--- src/xbf_pkg.sv ---
`default_nettype none

package xbf_pkg;

   typedef enum logic [1:0] {
      OP_PAYLOAD = 2'd0,
      OP_PAD     = 2'd1,
      OP_EOT     = 2'd2,
      OP_CANCEL  = 2'd3
   } op_type;

   typedef enum logic [1:0] {
      MODE_SUM_128 = 2'd0,
      MODE_CRC_128 = 2'd1,
      MODE_CRC_1K  = 2'd2,
      MODE_CRC_1K_ALT = 2'd3
   } mode_type;

   localparam logic [7:0]  CHAR_SOH = 8'h01;
   localparam logic [7:0]  CHAR_STX = 8'h02;
   localparam logic [7:0]  CHAR_EOT = 8'h04;
   localparam logic [7:0]  CHAR_CAN = 8'h18;
   localparam logic [7:0]  CHAR_PAD = 8'h1A;
   localparam logic [15:0] CRC_POLY = 16'h1021;
   localparam logic [10:0] SIZE_SMALL = 11'd128;
   localparam logic [10:0] SIZE_LARGE = 11'd1024;

   // One accepted request worth of line bytes, emitted from index 0 up to last_idx.
   typedef struct packed {
      logic [3:0][7:0] bytes;
      logic [1:0]      last_idx;
      logic            done;
   } job_type;

   // Head of the queue as seen by the back end.
   typedef struct packed {
      logic    valid;
      job_type job;
   } head_type;

   function automatic logic [15:0] crc_step(input logic [15:0] crc, input logic [7:0] d);
      logic [15:0] c;
      c = crc ^ {d, 8'h00};
      for (int i = 0; i < 8; i++) begin
         if (c[15]) begin
            c = {c[14:0], 1'b0} ^ CRC_POLY;
         end else begin
            c = {c[14:0], 1'b0};
         end
      end
      return c;
   endfunction

endpackage

`default_nettype wire

--- src/xmodem_block_framer.sv ---
// XMODEM sender block framer.
// Requests enter on req_* (tuser = operation, tdata = payload and block number).
// Each request produces one to four line bytes on rsp_* (tdata = byte,
// tlast = last byte of this request, tuser = frame done). A payload or pad
// request at the start of a block adds the header, block number and its
// complement; the request that fills the block adds the checksum or the
// CRC-16 (high byte first). EOT sends one byte, cancel sends two.
// csr_wen/csr_wdata write frame_mode; write it only while the block is idle.
// An accepted request's byte group is registered in the queue; its first
// byte shows on rsp when it reaches the head. One request per cycle is taken
// while each yields a single byte and rsp_tready stays high; a longer request
// holds the channel while the head serializer sends one byte per ready cycle.
// req_tready drops only when the QUEUE_DEPTH-entry queue is full, so the
// front keeps accepting while a finished byte waits on a stalled receiver.
// Reset: frame_mode returns to 1 (128-byte CRC), block position and
// accumulators clear, and the queue empties.
`default_nettype none

module xmodem_block_framer #(
   parameter int QUEUE_DEPTH = 2
) (
   input  wire logic        clock,
   input  wire logic        reset,
   // config
   input  wire logic        csr_wen,
   input  wire logic [1:0]  csr_wdata,      // frame_mode
   // requests
   input  wire logic        req_tvalid,
   output logic             req_tready,
   input  wire logic [15:0] req_tdata,      // [7:0] payload_byte, [15:8] block_number
   input  wire logic [1:0]  req_tuser,      // [1:0] operation
   // line bytes
   output logic             rsp_tvalid,
   input  wire logic        rsp_tready,
   output logic [7:0]       rsp_tdata,      // [7:0] line_byte
   output logic             rsp_tlast,      // last_of_run
   output logic             rsp_tuser       // [0] frame_done
);

   logic               accept;
   logic               full;
   logic               pop;
   xbf_pkg::job_type   job;
   xbf_pkg::head_type  head;

   // Accept whenever the queue has room.
   assign req_tready = !full;
   assign accept     = req_tvalid && req_tready;

   xbf_front u_front (
      .clock        (clock),
      .reset        (reset),
      .csr_wen      (csr_wen),
      .csr_wdata    (csr_wdata),
      .accept       (accept),
      .operation    (req_tuser),
      .payload_byte (req_tdata[7:0]),
      .block_number (req_tdata[15:8]),
      .job          (job)
   );

   xbf_queue #(
      .DEPTH (QUEUE_DEPTH)
   ) u_queue (
      .clock    (clock),
      .reset    (reset),
      .push     (accept),
      .push_job (job),
      .pop      (pop),
      .full     (full),
      .head     (head)
   );

   xbf_back u_back (
      .clock      (clock),
      .reset      (reset),
      .head       (head),
      .pop        (pop),
      .rsp_tvalid (rsp_tvalid),
      .rsp_tready (rsp_tready),
      .rsp_tdata  (rsp_tdata),
      .rsp_tlast  (rsp_tlast),
      .rsp_tuser  (rsp_tuser)
   );

endmodule

`default_nettype wire

--- src/xbf_front.sv ---
`default_nettype none

// Classify each request, advance block state and build its byte group.
module xbf_front (
   input  wire logic             clock,
   input  wire logic             reset,
   input  wire logic             csr_wen,
   input  wire logic [1:0]       csr_wdata,
   input  wire logic             accept,
   input  wire logic [1:0]       operation,
   input  wire logic [7:0]       payload_byte,
   input  wire logic [7:0]       block_number,
   output xbf_pkg::job_type      job
);

   logic [1:0]  mode_ff, mode_in;
   logic [10:0] pos_ff, pos_in;
   logic [15:0] crc_ff, crc_in;
   logic [7:0]  sum_ff, sum_in;

   logic        big;
   logic        start;
   logic        block_end;
   logic [7:0]  data_byte;
   logic [15:0] crc_base, crc_next;
   logic [7:0]  sum_base, sum_next;
   logic [10:0] pos_next;
   logic [10:0] size;
   xbf_pkg::op_type op;

   assign op        = xbf_pkg::op_type'(operation);
   assign big       = mode_ff[1];
   assign size      = big ? xbf_pkg::SIZE_LARGE : xbf_pkg::SIZE_SMALL;
   assign start     = (pos_ff == 11'd0);
   assign data_byte = (op == xbf_pkg::OP_PAD) ? xbf_pkg::CHAR_PAD : payload_byte;
   assign crc_base  = start ? 16'd0 : crc_ff;
   assign sum_base  = start ? 8'd0 : sum_ff;
   assign crc_next  = xbf_pkg::crc_step(crc_base, data_byte);
   assign sum_next  = sum_base + data_byte;
   assign pos_next  = pos_ff + 11'd1;
   assign block_end = (pos_next >= size);

   always_comb begin
      job     = '0;
      pos_in  = pos_ff;
      crc_in  = crc_ff;
      sum_in  = sum_ff;
      mode_in = csr_wen ? csr_wdata : mode_ff;
      case (op)
         xbf_pkg::OP_EOT: begin
            job.bytes[0] = xbf_pkg::CHAR_EOT;
            job.last_idx = 2'd0;
            job.done     = 1'b1;
         end
         xbf_pkg::OP_CANCEL: begin
            job.bytes[0] = xbf_pkg::CHAR_CAN;
            job.bytes[1] = xbf_pkg::CHAR_CAN;
            job.last_idx = 2'd1;
            job.done     = 1'b1;
         end
         default: begin
            if (start) begin
               // A block's first byte never closes it: sizes start at 128.
               job.bytes[0] = big ? xbf_pkg::CHAR_STX : xbf_pkg::CHAR_SOH;
               job.bytes[1] = block_number;
               job.bytes[2] = ~block_number;
               job.bytes[3] = data_byte;
               job.last_idx = 2'd3;
            end else begin
               job.bytes[0] = data_byte;
               job.last_idx = 2'd0;
               if (block_end) begin
                  job.done = 1'b1;
                  if (mode_ff == xbf_pkg::MODE_SUM_128) begin
                     job.bytes[1] = sum_next;
                     job.last_idx = 2'd1;
                  end else begin
                     job.bytes[1] = crc_next[15:8];
                     job.bytes[2] = crc_next[7:0];
                     job.last_idx = 2'd2;
                  end
               end
            end
         end
      endcase

      if (accept) begin
         if ((op == xbf_pkg::OP_EOT) || (op == xbf_pkg::OP_CANCEL) || block_end) begin
            pos_in = 11'd0;
            crc_in = 16'd0;
            sum_in = 8'd0;
         end else begin
            pos_in = pos_next;
            crc_in = crc_next;
            sum_in = sum_next;
         end
      end
   end

   always_ff @(posedge clock) begin
      if (reset) begin
         mode_ff <= xbf_pkg::MODE_CRC_128;
         pos_ff  <= 11'd0;
         crc_ff  <= 16'd0;
         sum_ff  <= 8'd0;
      end else begin
         mode_ff <= mode_in;
         pos_ff  <= pos_in;
         crc_ff  <= crc_in;
         sum_ff  <= sum_in;
      end
   end

endmodule

`default_nettype wire

--- src/xbf_queue.sv ---
`default_nettype none

// Short queue of byte groups between front and back.
module xbf_queue #(
   parameter int DEPTH = 2
) (
   input  wire logic             clock,
   input  wire logic             reset,
   input  wire logic             push,
   input  wire xbf_pkg::job_type push_job,
   input  wire logic             pop,
   output logic                  full,
   output xbf_pkg::head_type     head
);

   localparam int PW = (DEPTH > 1) ? $clog2(DEPTH) : 1;
   localparam int CW = $clog2(DEPTH + 1);
   localparam logic [PW-1:0] LAST_PTR = PW'(DEPTH - 1);

   xbf_pkg::job_type  entry_ff [DEPTH];
   logic [PW-1:0]     wr_ptr_ff, wr_ptr_in;
   logic [PW-1:0]     rd_ptr_ff, rd_ptr_in;
   logic [CW-1:0]     count_ff, count_in;

   assign full       = (count_ff == CW'(DEPTH));
   assign head.valid = (count_ff != '0);
   assign head.job   = entry_ff[rd_ptr_ff];

   always_comb begin
      wr_ptr_in = wr_ptr_ff;
      rd_ptr_in = rd_ptr_ff;
      count_in  = count_ff;
      if (push) begin
         wr_ptr_in = (wr_ptr_ff == LAST_PTR) ? '0 : wr_ptr_ff + PW'(1);
      end
      if (pop) begin
         rd_ptr_in = (rd_ptr_ff == LAST_PTR) ? '0 : rd_ptr_ff + PW'(1);
      end
      if (push && !pop) begin
         count_in = count_ff + CW'(1);
      end else if (pop && !push) begin
         count_in = count_ff - CW'(1);
      end
   end

   always_ff @(posedge clock) begin
      if (reset) begin
         wr_ptr_ff <= '0;
         rd_ptr_ff <= '0;
         count_ff  <= '0;
      end else begin
         wr_ptr_ff <= wr_ptr_in;
         rd_ptr_ff <= rd_ptr_in;
         count_ff  <= count_in;
      end
   end

   always_ff @(posedge clock) begin
      if (push) begin
         entry_ff[wr_ptr_ff] <= push_job;
      end
   end

`ifndef NO_ASSERTIONS
   a_no_overflow: assert property (@(posedge clock) disable iff (reset)
      push |-> (!full || pop))
      else $error("queue push while full");
   a_no_underflow: assert property (@(posedge clock) disable iff (reset)
      pop |-> head.valid)
      else $error("queue pop while empty");
   a_count_range: assert property (@(posedge clock) disable iff (reset)
      count_ff <= CW'(DEPTH))
      else $error("queue count out of range");
   a_count_track: assert property (@(posedge clock) disable iff (reset)
      (push && !pop) |=> (count_ff == $past(count_ff) + CW'(1)))
      else $error("queue count did not advance on push");
`endif

endmodule

`default_nettype wire

--- src/xbf_back.sv ---
`default_nettype none

// Serialize the head byte group onto the response channel.
module xbf_back (
   input  wire logic              clock,
   input  wire logic              reset,
   input  wire xbf_pkg::head_type head,
   output logic                   pop,
   output logic                   rsp_tvalid,
   input  wire logic              rsp_tready,
   output logic [7:0]             rsp_tdata,
   output logic                   rsp_tlast,
   output logic                   rsp_tuser
);

   logic [1:0] idx_ff, idx_in;
   logic       at_last;

   assign at_last    = (idx_ff == head.job.last_idx);
   assign rsp_tvalid = head.valid;
   assign rsp_tdata  = head.job.bytes[idx_ff];
   assign rsp_tlast  = at_last;
   assign rsp_tuser  = at_last && head.job.done;
   assign pop        = head.valid && rsp_tready && at_last;

   always_comb begin
      idx_in = idx_ff;
      if (head.valid && rsp_tready) begin
         idx_in = at_last ? 2'd0 : idx_ff + 2'd1;
      end
   end

   always_ff @(posedge clock) begin
      if (reset) begin
         idx_ff <= 2'd0;
      end else begin
         idx_ff <= idx_in;
      end
   end

endmodule

`default_nettype wire

--- config.mk ---
export PLATFORM = sky130hd
export DESIGN_NAME = xmodem_block_framer
export DESIGN_NICKNAME = d
export VERILOG_FILES = /design/src/xbf_pkg.sv /design/src/xmodem_block_framer.sv /design/src/xbf_front.sv /design/src/xbf_queue.sv /design/src/xbf_back.sv
export SDC_FILE = /design/constraint.sdc
export NUM_CORES = 1
export LEC_CHECK = 0
export BUFFER_PORTS_ARGS = -buffer_cell sky130_fd_sc_hd__buf_4
export CORE_UTILIZATION = 40
export CTS_BUF_LIST = sky130_fd_sc_hd__clkbuf_2
export DETAILED_ROUTE_END_ITERATION = 10
export PLACE_DENSITY = 0.65
export SYNTH_ARGS = -nofsm -noshare
export SYNTH_HDL_FRONTEND = slang
export SYNTH_HIERARCHICAL = 1
export SYNTH_SLANG_ARGS = --single-unit
--- constraint.sdc ---
create_clock -name clock -period 4.65 [get_ports clock]
set_input_delay 0.6975 -clock clock [delete_from_list [all_inputs] [get_ports clock]]
set_output_delay 0.6975 -clock clock [all_outputs]
set_load 0.05 [all_outputs]
# Yosys cells after proc, flatten, opt, wreduce, memory -nomap -nowiden
# Memories as Yosys holds them, arrays and structs flattened. A register that Yosys moved wholly into a read port is not among the register bits.
# Cells that the tools add are included.
# Widths: inputs -> output; s select.
[op_classes]
reduce_logical = 16
n_addsub = 7
n_eq_ne = 5
mux = 38
n_bitwise = 10
n_lt_le_gt_ge = 2
[ops]
columns = ["operator", "count"]
rows = [
  ["$mux 13", 8],
  ["$mux 16", 4],
  ["$mux 8", 7],
  ["$mux 26", 1],
  ["$not 3->3", 8],
  ["$mux 11", 2],
  ["$pmux 11 s2", 1],
  ["$bmux 8 s2", 1],
  ["$pmux 8 s2", 1],
  ["$xor 16x16->16", 1],
  ["$add 11x1->11 const B", 1],
  ["$ge 11x11->1", 1],
  ["$logic_not 11->1", 1],
  ["$mux 2", 5],
  ["$add 8x8->8", 1],
  ["$not 8->8", 1],
  ["$mux 1", 7],
  ["$eq 2x2->1 const B", 3],
  ["$logic_and 1x1->1", 6],
  ["$add 2x1->2 const B", 2],
  ["$reduce_bool 2->1", 2],
  ["$logic_not 1->1", 3],
  ["$lt 2x3->1 const B", 1],
  ["$mux 3", 1],
  ["other kinds (7)", 9],
]
[word_totals]
in_bits = 25
ff_bits = 43
word_cells = 87
mem_count = 1
mem_bits_rw = 70
[memory_table]
columns = ["name", "words", "word_bits", "read_ports", "rd_clocked_by_memory_dff", "wr", "line", "source"]
rows = [
  ["u_queue.entry_ff", 2, 35, 1, 1, 1, "xbf_queue.sv:20", "xbf_pkg::job_type entry_ff [DEPTH];"],
]

# Longest topological paths before layout
# Gate-level depths: netlist of run 1.
[depth]
word_depth = 23
depth_mapped = 15

# By module
# Netlist of run 1, hierarchy kept.
[by_module_without_submodules]
columns = ["mod", "instances", "seq_area_each_um2", "cells_per_inst", "area_each_um2"]
rows = [
  ["xbf_front", 1, 740.7, 391, 3001.6],
  ["xbf_queue", 1, 2202.1, 131, 2745.1],
  ["xbf_back", 1, 40.0, 26, 359.1],
  ["xmodem_block_framer", 1, 0.0, 2, 10.0],
]

# Worst setup path after synthesis of run 1
# OpenSTA, ideal clock, no wires.
[synth_path]
path_kind = "register to register"
from = "register u_front.pos_ff[0]"
to = "memory u_queue/entry_ff[0][17] (netlist name) (data pin)"
period_less_slack_ns = 3.182
required_time_ns = 4.387
setup_ns = 0.263
setup_slack_ns = 1.468
n_path_buf = 1
arrival_ns = 2.919
stages_incl_launch_ff = 16
path_cell_list = "dfxtp_1 inv_1 ha_1 nor4b_2 nand3_1 clkbuf_1 and2_1 ha_1 inv_1 fa_1 nor2b_1 o31a_1 o21ai_0 nor4b_1 a211o_1 o21ai_1"
[synth_lines]
columns = ["item", "line", "source"]
rows = [
  ["start, declared", "xbf_front.sv:17", "logic [10:0] pos_ff, pos_in;"],
  ["start signal, assigned", "xbf_front.sv:108", "pos_ff <= pos_in;"],
  ["end, declared", "xbf_queue.sv:20", ""],
]

==> results of run 1 <==
-- synth_stat cells (all sizes together) (13+ instances only) --
library cell	count
a21oi	13
a22o	15
buf	17
dfxtp	44
edfxtp	70
ha	13
inv	22
mux2	36
nand2	43
nand3	14
nor2	49
o21ai	28
xnor2	35
xor2	18
-- power breakdown --
group | internal [mW] | leakage [nW] | switching (mW)
clock | 0.305 | 0.149 | 0.397
sequential | 1.24 | 1.03 | 0.0667
combinational | 0.322 | 1.32 | 0.502
total | 1.87 | 2.49 | 0.966
-- layout make-up --
class                      instances  area share [%]
multi-input combinational        385           42.60
clock inverter                    15           2.709
timing repair buffer              41           4.564
inverter                          22           1.224
tap                              184           3.414
sequential                       114           44.23
clock buffer                      17           1.262
-- cell usage in the layout (no fill, tap or decap), types with 3 or more instances in the layout --
cell	instances
sky130_fd_sc_hd__o21ai_1	6
sky130_fd_sc_hd__a21o_1	4
sky130_fd_sc_hd__dfxtp_1	44
sky130_fd_sc_hd__o21ai_0	22
sky130_fd_sc_hd__inv_1	22
sky130_fd_sc_hd__or2_2	10
sky130_fd_sc_hd__a21oi_1	13
sky130_fd_sc_hd__clkbuf_2	17
sky130_fd_sc_hd__nor2_1	47
sky130_fd_sc_hd__a41o_1	3
sky130_fd_sc_hd__nor2b_1	7
sky130_fd_sc_hd__clkinv_4	4
sky130_fd_sc_hd__clkinvlp_4	3
sky130_fd_sc_hd__mux2_2	36
sky130_fd_sc_hd__bufinv_16	3
sky130_fd_sc_hd__o31ai_1	8
sky130_fd_sc_hd__nor3_1	5
sky130_fd_sc_hd__a211o_1	4
sky130_fd_sc_hd__inv_6	3
sky130_fd_sc_hd__buf_4	41
sky130_fd_sc_hd__a22o_1	15
sky130_fd_sc_hd__edfxtp_1	70
sky130_fd_sc_hd__mux4_1	8
sky130_fd_sc_hd__or3_1	3
sky130_fd_sc_hd__mux2i_1	8
sky130_fd_sc_hd__nand4_1	6
sky130_fd_sc_hd__a31oi_1	4
sky130_fd_sc_hd__nand2_1	43
sky130_fd_sc_hd__and3_1	5
sky130_fd_sc_hd__xor2_1	18
sky130_fd_sc_hd__xnor2_1	35
sky130_fd_sc_hd__ha_1	13
sky130_fd_sc_hd__and2_1	12
sky130_fd_sc_hd__nand3_1	13
sky130_fd_sc_hd__a41oi_1	4
-- metal layers --
metal	part of all wire (%)	wire length, µm	GRT usage, %	vias up
met3	5.6	767	3.526	33
li1	-	-	-	2058
met1	44	5975	22.48	2087
met4	2.0	269	6.313	0
met5	0	0	0	-
met2	48	6576	29.90	147
-- state kept, by name, summed over array words and instances, names as in the netlist, named ones only --
signal	cells
u_queue/rd_ptr_ff	1
u_front/mode_ff	2
u_queue/count_ff	2
u_queue/wr_ptr_ff	1
u_front/sum_ff	8
u_back/idx_ff	2
u_queue/entry_ff	70
u_front/crc_ff	16
u_front/pos_ff	11
-- metrics by stage --
step           cell area [µm²]  hold WS (ps)  instances  utilization (%)
2_1_floorplan             6116         416.7        550                -
3_3_place_gp              6476         434.8        746            44.06
3_5_place_dp              6476         444.0        746            44.06
4_1_cts                   6744         225.9        778            45.88
5_1_grt                   6744         219.4        778            45.88
6_report                  6744         252.0        778            45.88
-- logic make-up (layout without fill, tap and decap cells) --
family                   Yosys count  in the layout
AO/OA/AOI/OAI                     98             98
adder cells (fa/ha/maj)           14             14
buffers and inverters             51             95
multiplexers                      52             52
XOR/XNOR                          53             53
AND/OR/NAND/NOR                  168            168
flip-flops                       114            114
-- worst max-delay path by stage --
stage | from | to | slack (ps) | cells past startpoint
floorplan | u_front/pos_ff[0] | u_queue/entry_ff[0][17] | 1470 | 15
global placement | u_front/pos_ff[0] | u_queue/entry_ff[0][17] | 1020 | 14
detailed placement | u_front/pos_ff[0] | u_queue/entry_ff[0][18] | 840 | 13
CTS | u_front/pos_ff[0] | u_queue/entry_ff[0][18] | 780 | 13
global route | u_front/pos_ff[0] | u_queue/entry_ff[0][18] | 260 | 13
finish | u_front/pos_ff[0] | u_queue/entry_ff[0][18] | 570 | 13
==> reports/qor_table.md, run 1 <==
| Result | Value | Unit |
|---|---|---|
| Run status | finished, violations left | - |
| Violated checks | DRC | - |
| Startpoint of the worst-slack reg-to-reg timing path | u_front/pos_ff[0] | - |
| Hold path endpoint | u_front/mode_ff[0] | - |
| Total setup buffers inserted after CTS | 0 | - |
| Detailed-route wire length | 13590 | µm |
| Share of synthesized registers carrying an async set or reset | 0 | % |
| Hold/Removal Path Class | primary input to flip-flop | - |
| Final weighted congestion of routability-driven global placement | 0.9200 | - |
| Setup slack after placement | 842.0 | ps |
| Combined area of all synthesized cells | 6116 | µm² |
| Startpoint Class | flip-flop | - |
| Final clock period utilization by the worst path | 87.69 | % |
| Setup repair after global routing missed its margin | false | - |
| EDFF count, synth | 70 | - |
| Synthesized Nets | 589 | - |
| Footprint of the multi-input gates | 2873 | µm² |
| Transition time of the tightest slew-check pin | 780.4 | ps |
| Stage delay of the slowest cell on the critical path | 640 | ps |
| Worst hold path depth | 2 | - |
| Antenna Cells | 0 | - |
| IO Port Bufs | 36 | - |
| Share of Yosys cell area claimed by the top area cell type | 34.37 | % |
| Simple-Gate Fraction of Synth Area | 13.85 | % |
| Multiplexer fraction of the synthesized cell area | 11.37 | % |
| CP Cell Sequence | inv_1 -> ha_1 -> nor4b_2 -> nand3_1 -> nand2_1 -> inv_1 -> ha_1 -> a21oi_1 -> o211ai_1 -> o41ai_1 -> xnor2_1 -> mux2i_1 -> o21ai_1 | - |
| Total design power | 2.833 | mW |
| Fraction of final layout cells sized beyond drive strength 1 | 21.72 | % |
| Count of clock tree sinks | 114 | - |
| Combinational family with the most area after synthesis | simple AND/OR/NAND/NOR gates | - |
| Vias in the first global route | 4202 | - |
| Fraction of the mapped netlist area in compound gates | 11.09 | % |
| Layout Area Growth over Synthesis | 10.27 | % |
| Endpoints failing hold | 0 | - |
| Worst R2R Setup Slack | 570 | ps |
| Standard-cell rows | 44 | - |
| Launch point of the worst hold path | csr_wdata[0] | - |
| H-tree depth | 4 | - |
| Clock tree from TritonCTS | yes | - |
| Die area | 15790 | µm² |
| Worst-path clk slew | 180 | ps |
| Static Leak | 2.494 | nW |
| Ratio of total power to cell area | 420.1 | nW/µm² |
| Max Root-Sink Buffers | 2 | - |
| First-pass GRT wire length | 21580 | µm |
| Placeable core region | 14700 | µm² |
| Reg2Reg Depth | 13 | - |
| Largest area contributor in the netlist | sky130_fd_sc_hd__edfxtp_1 | - |
| Fin crit period | 4077 | ps |
| Clock latency at the later pin of the worst-skew pair | 660 | ps |
| Length of the first detailed-routing pass in iterations | 9 | - |
| XOR/XNOR Fraction of Synth Area | 7.590 | % |
| Hold buffer count at cts | 0 | - |
| Initial antenna violation count | 0 | - |
| First DRT Iteration DRCs | 456 | - |
| Sequential share of the synthesized area | 48.77 | % |
| Cell types occupying the most area after synthesis | sky130_fd_sc_hd__edfxtp_1 (34%), sky130_fd_sc_hd__dfxtp_1 (14%), sky130_fd_sc_hd__mux2_2 (6.6%) | - |
| Post-synthesis area per instance | 11.12 | µm² |
| Netlist cell types | 59 | - |
| Most used flip-flop cell after synthesis | sky130_fd_sc_hd__edfxtp_1 | - |
| # setup viols final | 0 | - |
| Layout filler cell count | 1292 | - |
| Overflow after GRT | 0 | - |
| Critical path class | flip-flop to flip-flop | - |
| Ratio of routed vias to standard cells | 5.559 | - |
| Final sum of negative setup slack | 0 | ps |
| Number of nets still failing antenna checks after routing | 0 | - |
| Final worst slack | 572.6 | ps |
| Max Clk Rate | 245.3 | MHz |
| Count of final max-slew check failures | 0 | - |
| Maximum fanout along the worst path | 15 | - |
| Drt wl/cell | 17.47 | µm |
| Peak ir drop on the vdd network | 162.4 | µV |
| Number of resized instances in the post-cts repair step | 0 | - |
| Number of vias after detailed routing | 4325 | - |
| Flip-flop and latch area | 2983 | µm² |
| Sum of net half-perimeters after detailed placement | 9558 | µm |
| Layout Nets | 620 | - |
| Clock Skews | 27.97 | ps |
| Master cell of the clock root buffer | sky130_fd_sc_hd__clkbuf_2 | - |
| Initial core utilization | 41.61 | % |
| Endpoint of the worst-slack reg-to-reg timing path | u_queue/entry_ff[0][18] | - |
| Die span in y | 125.7 | µm |
| Total routing usage reported by global routing | 17.68 | % |
| Count of buffer and inverter cells on the critical path | 2 | - |
| Type of element capturing the critical path | flip-flop | - |
| Critical-path top delay cell | sky130_fd_sc_hd__o41ai_1 | - |
| DRC viols | 4 | - |
| TritonCTS buffer count | 17 | - |
| X dimension of the die | 125.7 | µm |
| Adder and majority gate portion of the synthesized area | 2.987 | % |
| Worst endpoint data arrival time | 4470 | ps |
| Synth Register Bits | 114 | - |
| Rel. slew slack | 47.83 | % |
| Pin count of the biggest net entering global routing | 36 | - |
| Crit path max-delay family | simple AND/OR/NAND/NOR gates | - |
| WP data required | 5050 | ps |
| Instance count of the mapped netlist | 550 | - |
| I/O Pins | 37 | - |
| Max-capacitance violation count | 0 | - |
| Number of warnings issued by yosys | 6 | - |
No activity file was read; power rests on OpenSTA's default activity.
==> run 2, diff against run 1 <==
- CORE_ASPECT_RATIO: default -> 0.75
==> run 2 against run 1 <==
Against the previous run: the flow now finishes without violations; critical path depth rose by 1; setup slack improved by 68 ps; combinational power grew 1%; sequential share of layout area up 0.090 points; highest routed layer unchanged; first-iteration DRC count fell by 16%; cell area down 0.20%; via count decreased by 2.4%; register-to-register slack gained 70 ps; sequential power is essentially flat; clock-buffer cell count unchanged.
==> reports/qor_table.md, run 2 (synthesized netlist as in run 1, its figures left out) <==
| Result | Value | Unit | vs previous |
|---|---|---|---|
| Run status | complete, no violations | - |  |
| Standard-cell rows | 38 | - | -14% |
| Max Root-Sink Buffers | 2 | - | unchanged |
| Master cell of the clock root buffer | sky130_fd_sc_hd__clkbuf_2 | - |  |
| Post-Place Cell Area | 6504 | µm² | +0.43% |
| Hold path endpoint | u_front/mode_ff[0] | - |  |
| Largest regs | u_queue/entry_ff: 70 flops, u_front/crc_ff: 16 flops, u_front/pos_ff: 11 flops | - |  |
| I/O Pins | 37 | - | unchanged |
| Type of element capturing the critical path | flip-flop | - |  |
| Length of the first detailed-routing pass in iterations | 5 | - | -4 |
| TritonCTS buffer count | 17 | - | unchanged |
| H-tree depth | 4 | - | unchanged |
| Total setup buffers inserted after CTS | 0 | - | unchanged |
| Static Leak | 2.483 | nW | -0.43% |
| Layout Nets | 621 | - | +0.16% |
| Startpoint Class | flip-flop | - |  |
| Critical path class | flip-flop to flip-flop | - |  |
| Setup slack after placement | 784.8 | ps | -57.16 ps |
| Fraction of final layout cells sized beyond drive strength 1 | 21.72 | % | unchanged |
| Worst endpoint data arrival time | 4470 | ps | about the same |
| Final worst hold slack | 236.8 | ps | -15.16 ps |
| Footprint of the multi-input gates | 2873 | µm² | unchanged |
| Transition time of the tightest slew-check pin | 763.9 | ps | -16.51 ps |
| DRC viols | 0 | - | -4 |
| Endpoints failing hold | 0 | - | unchanged |
| Rel. slew slack | 48.93 | % | +1.1 points |
| Hold buffer count at cts | 0 | - | unchanged |
| First DRT Iteration DRCs | 381 | - | -16% |
| Max Clk Rate | 249.4 | MHz | +1.7% |
| Detailed-route wire length | 13690 | µm | +0.77% |
| Final worst slack | 640.7 | ps | +68.02 ps |
| X dimension of the die | 144.8 | µm | +15% |
| Most used cells in the layout excluding fill and tap cells | sky130_fd_sc_hd__edfxtp_1 (70), sky130_fd_sc_hd__nor2_1 (47), sky130_fd_sc_hd__dfxtp_1 (44), sky130_fd_sc_hd__nand2_1 (43), sky130_fd_sc_hd__buf_4 (42) | - |  |
| Most common cell after layout, fill and taps aside | sky130_fd_sc_hd__edfxtp_1 | - |  |
| Final sum of negative setup slack | 0 | ps | unchanged |
| Peak ir drop on the vdd network | 135.5 | µV | -17% |
| Total routing usage reported by global routing | 18.70 | % | +1.0 points |
| Die span in y | 109.1 | µm | -13% |
| Antenna Cells | 0 | - | unchanged |
| Drt wl/cell | 17.24 | µm | -1.3% |
| Count of clock tree sinks | 114 | - | unchanged |
| Finished Cell Area | 6730 | µm² | -0.20% |
| Clock latency at the later pin of the worst-skew pair | 690 | ps | +30 ps |
| Initial core utilization | 41.63 | % | about the same |
| IO Port Bufs | 36 | - | unchanged |
| Launch point of the worst hold path | csr_wdata[0] | - |  |
| Flip-flop count of the largest register after layout | 70 | - | unchanged |
| Endpoint of the worst-slack reg-to-reg timing path | u_queue/entry_ff[1][17] | - |  |
| Pin count of the biggest net entering global routing | 36 | - | unchanged |
| Ratio of routed vias to standard cells | 5.317 | - | -4.3% |
| Final clock period utilization by the worst path | 86.22 | % | -1.5 points |
| Vias in the first global route | 4048 | - | -3.7% |
| Number of vias after detailed routing | 4222 | - | -2.4% |
| Worst-path clk slew | 180 | ps | about the same |
| Die area | 15790 | µm² | about the same |
| Setup repair after global routing missed its margin | false | - |  |
| # setup viols final | 0 | - | unchanged |
| Fin crit period | 4009 | ps | -68.02 ps |
| Count of final max-slew check failures | 0 | - | unchanged |
| Ratio of total power to cell area | 412.5 | nW/µm² | -1.8% |
| Number of nets still failing antenna checks after routing | 0 | - | unchanged |
| Clock Skews | 32.16 | ps | +4.191 ps |
| Overflow after GRT | 0 | - | unchanged |
| Maximum fanout along the worst path | 15 | - | unchanged |
| Placeable core region | 14690 | µm² | about the same |
| First-pass GRT wire length | 21620 | µm | +0.16% |
| Startpoint of the worst-slack reg-to-reg timing path | u_front/pos_ff[0] | - |  |
| Max-capacitance violation count | 0 | - | unchanged |
| Clock tree from TritonCTS | yes | - |  |
| Layout Area Growth over Synthesis | 10.04 | % |  |
| Hold/Removal Path Class | primary input to flip-flop | - |  |
| Sum of net half-perimeters after detailed placement | 9584 | µm | +0.27% |
| WP data required | 5110 | ps | +60 ps |
| Share of the core filled with cells in the final layout | 45.81 | % | -0.070 points |
| Worst hold path depth | 2 | - | unchanged |
| Number of resized instances in the post-cts repair step | 0 | - | unchanged |
| Initial antenna violation count | 0 | - | unchanged |
| Reg2Reg Depth | 14 | - | +1 |
| Register containing the most flip-flops in the final layout | u_queue/entry_ff | - |  |
| Final weighted congestion of routability-driven global placement | 0.8382 | - | -8.9% |
| Worst R2R Setup Slack | 640 | ps | +70 ps |
| Flip-flop and latch area | 2983 | µm² | unchanged |
| Layout filler cell count | 1335 | - | +3.3% |
==> run 2: cell count changes in the layout (fill, tap and decap cells not counted) <==
cell / change
sky130_fd_sc_hd__clkinv_2: +3
sky130_fd_sc_hd__buf_4: +1
sky130_fd_sc_hd__inv_6: -2
sky130_fd_sc_hd__clkinv_4: -1
sky130_fd_sc_hd__bufinv_16: -1
==> run 2: cell type report <==
type                    count  share of cell area [%]
inverters                  22                   1.227
well taps                 200                   3.718
clock buffers              17                   1.264
multi-input cells         385                   42.68
flip-flops and latches    114                   44.32
clock inverters            14                   2.101
repair buffers             42                   4.685
==> run 2: per-stage QoR <==
stage / power [mW] / std cells
floorplan: 1.952 / 550
global placement: 2.147 / 763
detailed placement: 2.165 / 763
CTS: 2.802 / 794
global route: 2.918 / 794
finish: 2.776 / 794
==> run 2: metal layers <==
layer  vias to the layer above  GRT usage [%]  wire length [µm]
met3                        16          4.875               724
met4                         0          5.789               149
met5                         -              0                 0
met1                      2022          26.06              6700
met2                       117          28.30              6118
li1                       2067              -                 -
==> run 2: worst max-delay path by stage <==
stage | cells past startpoint | startpoint | end | slack, ps
6_report | 14 | u_front/pos_ff[0] | u_queue/entry_ff[1][17] | 640
5_1_grt | 14 | u_front/pos_ff[0] | u_queue/entry_ff[0][17] | 400
4_1_cts | 14 | u_front/pos_ff[0] | u_queue/entry_ff[0][17] | 740
3_5_place_dp | 14 | u_front/pos_ff[0] | u_queue/entry_ff[1][17] | 780
3_3_place_gp | 14 | u_front/pos_ff[0] | u_queue/entry_ff[0][17] | 1010
2_1_floorplan | 15 | u_front/pos_ff[0] | u_queue/entry_ff[0][17] | 1470
==> run 2: worst max-delay path, stage by stage, from the launching register on <==
cell and delay [ps]:
sky130_fd_sc_hd__dfxtp_1 430, sky130_fd_sc_hd__inv_1 90, sky130_fd_sc_hd__ha_1 150, sky130_fd_sc_hd__nor4b_2 520, sky130_fd_sc_hd__nand3_1 620, sky130_fd_sc_hd__and2_1 390, sky130_fd_sc_hd__ha_1 190, sky130_fd_sc_hd__inv_1 70
sky130_fd_sc_hd__fa_1 210, sky130_fd_sc_hd__nor2b_1 80, sky130_fd_sc_hd__o31a_1 250, sky130_fd_sc_hd__o21ai_0 270, sky130_fd_sc_hd__nor4b_1 280, sky130_fd_sc_hd__a211o_1 150, sky130_fd_sc_hd__o21ai_1 70
==> run 2: report_power, final <==
group	switching [mW]	internal (mW)
clock	0.397	0.241
combinational	0.508	0.325
sequential	0.0655	1.24
==> run 3, diff against run 2 <==
- RECOVER_POWER: default -> 100
==> run 3 against run 2 <==
Against the previous run: the run now ends with capacitance limit, slew limit left; clock power about the same; setup slack got worse by 7.8 ps; cell count unchanged; first-iteration DRC count decreased by 2.4%; sequential power about the same.
==> reports/qor_table.md, run 3 (synthesized netlist as in run 1, its figures left out) <==
| Result | Value | Unit | vs previous |
|---|---|---|---|
| Run status | finished, violations left | - |  |
| Violated checks | capacitance limit, slew limit | - |  |
| Number of vias after detailed routing | 4186 | - | -0.85% |
| IO Port Bufs | 36 | - | unchanged |
| Length of the first detailed-routing pass in iterations | 5 | - | unchanged |
| Master cell of the clock root buffer | sky130_fd_sc_hd__clkbuf_2 | - |  |
| Flip-flop count of the largest register after layout | 70 | - | unchanged |
| Max Root-Sink Buffers | 2 | - | unchanged |
| X dimension of the die | 144.8 | µm | unchanged |
| Register containing the most flip-flops in the final layout | u_queue/entry_ff | - |  |
| Transition time of the tightest slew-check pin | 2035 | ps | +1271 ps |
| DRC viols | 0 | - | unchanged |
| Clock Skews | 31.82 | ps | -0.3470 ps |
| WP data required | 5060 | ps | -50 ps |
| Clock tree from TritonCTS | yes | - |  |
| Number of nets still failing antenna checks after routing | 0 | - | unchanged |
| Worst endpoint data arrival time | 4430 | ps | -40 ps |
| Vias in the first global route | 4048 | - | unchanged |
| Detailed-route wire length | 13690 | µm | about the same |
| Rel. slew slack | -35.68 | % | -85 points |
| Worst-path clk slew | 180 | ps | about the same |
| Final weighted congestion of routability-driven global placement | 0.8382 | - | unchanged |
| Largest regs | u_queue/entry_ff: 70 flops, u_front/crc_ff: 16 flops, u_front/pos_ff: 11 flops | - |  |
| Endpoints failing hold | 0 | - | unchanged |
| Overflow after GRT | 0 | - | unchanged |
| Layout filler cell count | 1354 | - | +1.4% |
| Final sum of negative setup slack | 0 | ps | unchanged |
| Die area | 15790 | µm² | unchanged |
| CP Cell Sequence | ha_1 -> nand3_1 -> nor4_1 -> xor2_1 -> ha_1 -> and3_1 -> a31oi_1 -> clkbuf_1 -> a21o_1 -> o31ai_1 | - |  |
| Standard-cell rows | 38 | - | unchanged |
| Total design power | 2.736 | mW | -1.4% |
| Critical path class | flip-flop to flip-flop | - |  |
| Crit path max-delay family | compound AO/OA/AOI/OAI gates | - |  |
| Die span in y | 109.1 | µm | unchanged |
| Total setup buffers inserted after CTS | 0 | - | unchanged |
| Layout Nets | 621 | - | unchanged |
| Maximum fanout along the worst path | 9 | - | -6 |
| I/O Pins | 37 | - | unchanged |
| Ratio of routed vias to standard cells | 5.272 | - | -0.85% |
| Initial core utilization | 41.63 | % | unchanged |
| Count of clock tree sinks | 114 | - | unchanged |
| Max-capacitance violation count | 2 | - | +2 |
| TritonCTS buffer count | 17 | - | unchanged |
| Most used cells in the layout excluding fill and tap cells | sky130_fd_sc_hd__edfxtp_1 (70), sky130_fd_sc_hd__nor2_1 (47), sky130_fd_sc_hd__dfxtp_1 (44), sky130_fd_sc_hd__nand2_1 (43) | - |  |
| Setup repair after global routing missed its margin | false | - |  |
| # setup viols final | 0 | - | unchanged |
| Stage delay of the slowest cell on the critical path | 560 | ps | -60 ps |
| Total routing usage reported by global routing | 18.70 | % | unchanged |
| Initial antenna violation count | 0 | - | unchanged |
| Fraction of final layout cells sized beyond drive strength 1 | 18.52 | % | -3.2 points |
| Static Leak | 2.424 | nW | -2.4% |
| First-pass GRT wire length | 21620 | µm | unchanged |
| Critical-path top delay cell | sky130_fd_sc_hd__a31oi_1 | - |  |
| Startpoint Class | flip-flop | - |  |
| Final clock period utilization by the worst path | 86.39 | % | +0.17 points |
| Hold buffer count at cts | 0 | - | unchanged |
| Drt wl/cell | 17.25 | µm | about the same |
| Antenna Cells | 0 | - | unchanged |
| Placeable core region | 14690 | µm² | unchanged |
| Type of element capturing the critical path | flip-flop | - |  |
| Clock latency at the later pin of the worst-skew pair | 700 | ps | about the same |
| First DRT Iteration DRCs | 372 | - | -2.4% |
| Pin count of the biggest net entering global routing | 36 | - | unchanged |
| Number of resized instances in the post-cts repair step | 0 | - | unchanged |
| Fin crit period | 4017 | ps | +7.807 ps |
| Max Clk Rate | 248.9 | MHz | -0.19% |
| Ratio of total power to cell area | 410.8 | nW/µm² | -0.42% |
| H-tree depth | 4 | - | unchanged |
| Count of final max-slew check failures | 72 | - | +72 |
| Hold/Removal Path Class | primary input to flip-flop | - |  |
| Sum of net half-perimeters after detailed placement | 9584 | µm | unchanged |
| Layout Area Growth over Synthesis | 8.920 | % |  |
| Count of buffer and inverter cells on the critical path | 1 | - | -1 |
| Peak ir drop on the vdd network | 136.4 | µV | +0.70% |
| Most frequent CP cell | sky130_fd_sc_hd__ha_1 | - |  |
| Most common cell after layout, fill and taps aside | sky130_fd_sc_hd__edfxtp_1 | - |  |
[run 3: area by class of cell]
class	count	area (µm²)	share of cell area (%)
Multi-Input combinational cell	385	2860	42.94
Inverter	22	82.58	1.240
Sequential cell	114	2983	44.78
Tap cell	200	250.2	3.757
Timing Repair Buffer	42	259.0	3.888
Clock buffer	17	85.08	1.277
Clock inverter	14	141.4	2.122
[run 3: where the power goes]
part / internal (mW) / leakage (nW) / total (mW) / switching, mW
logic: 0.281 / 1.26 / 0.787 / 0.506
registers: 1.25 / 1.03 / 1.31 / 0.0651
clock network: 0.241 / 0.133 / 0.639 / 0.398
[run 3: through the flow]
stage          hold slack (ps)  cells  setup slack [ps]  util, %  cell area [µm²]
2_1_floorplan            416.7    550              1468        -             6116
3_3_place_gp             429.7    763              1008    44.27             6504
3_5_place_dp             437.4    763             784.8    44.27             6504
4_1_cts                  146.3    794             741.3    45.81             6730
5_1_grt                  154.7    794             314.8    45.34             6661
6_report                 232.3    794             632.9    45.34             6661
[run 3: final timing paths]
path / start / to / slack (ps) / cells past startpoint
max reg2reg: u_front/pos_ff[1] / u_queue/entry_ff[1][20] / 630 / 10
min reg2reg: u_front/sum_ff[6] / u_front/sum_ff[6] / 470 / 2
min: csr_wdata[0] / u_front/mode_ff[0] / 230 / 2
max: u_front/pos_ff[1] / u_queue/entry_ff[1][20] / 630 / 10
[run 3: routing by layer]
metal / up-vias / global-route usage (%) / share of wire [%]
met5: - / 0 / 0
met4: 0 / 5.789 / 1.3
met3: 18 / 4.875 / 5.1
met2: 105 / 28.30 / 44
met1: 1994 / 26.06 / 49
li1: 2069 / - / -
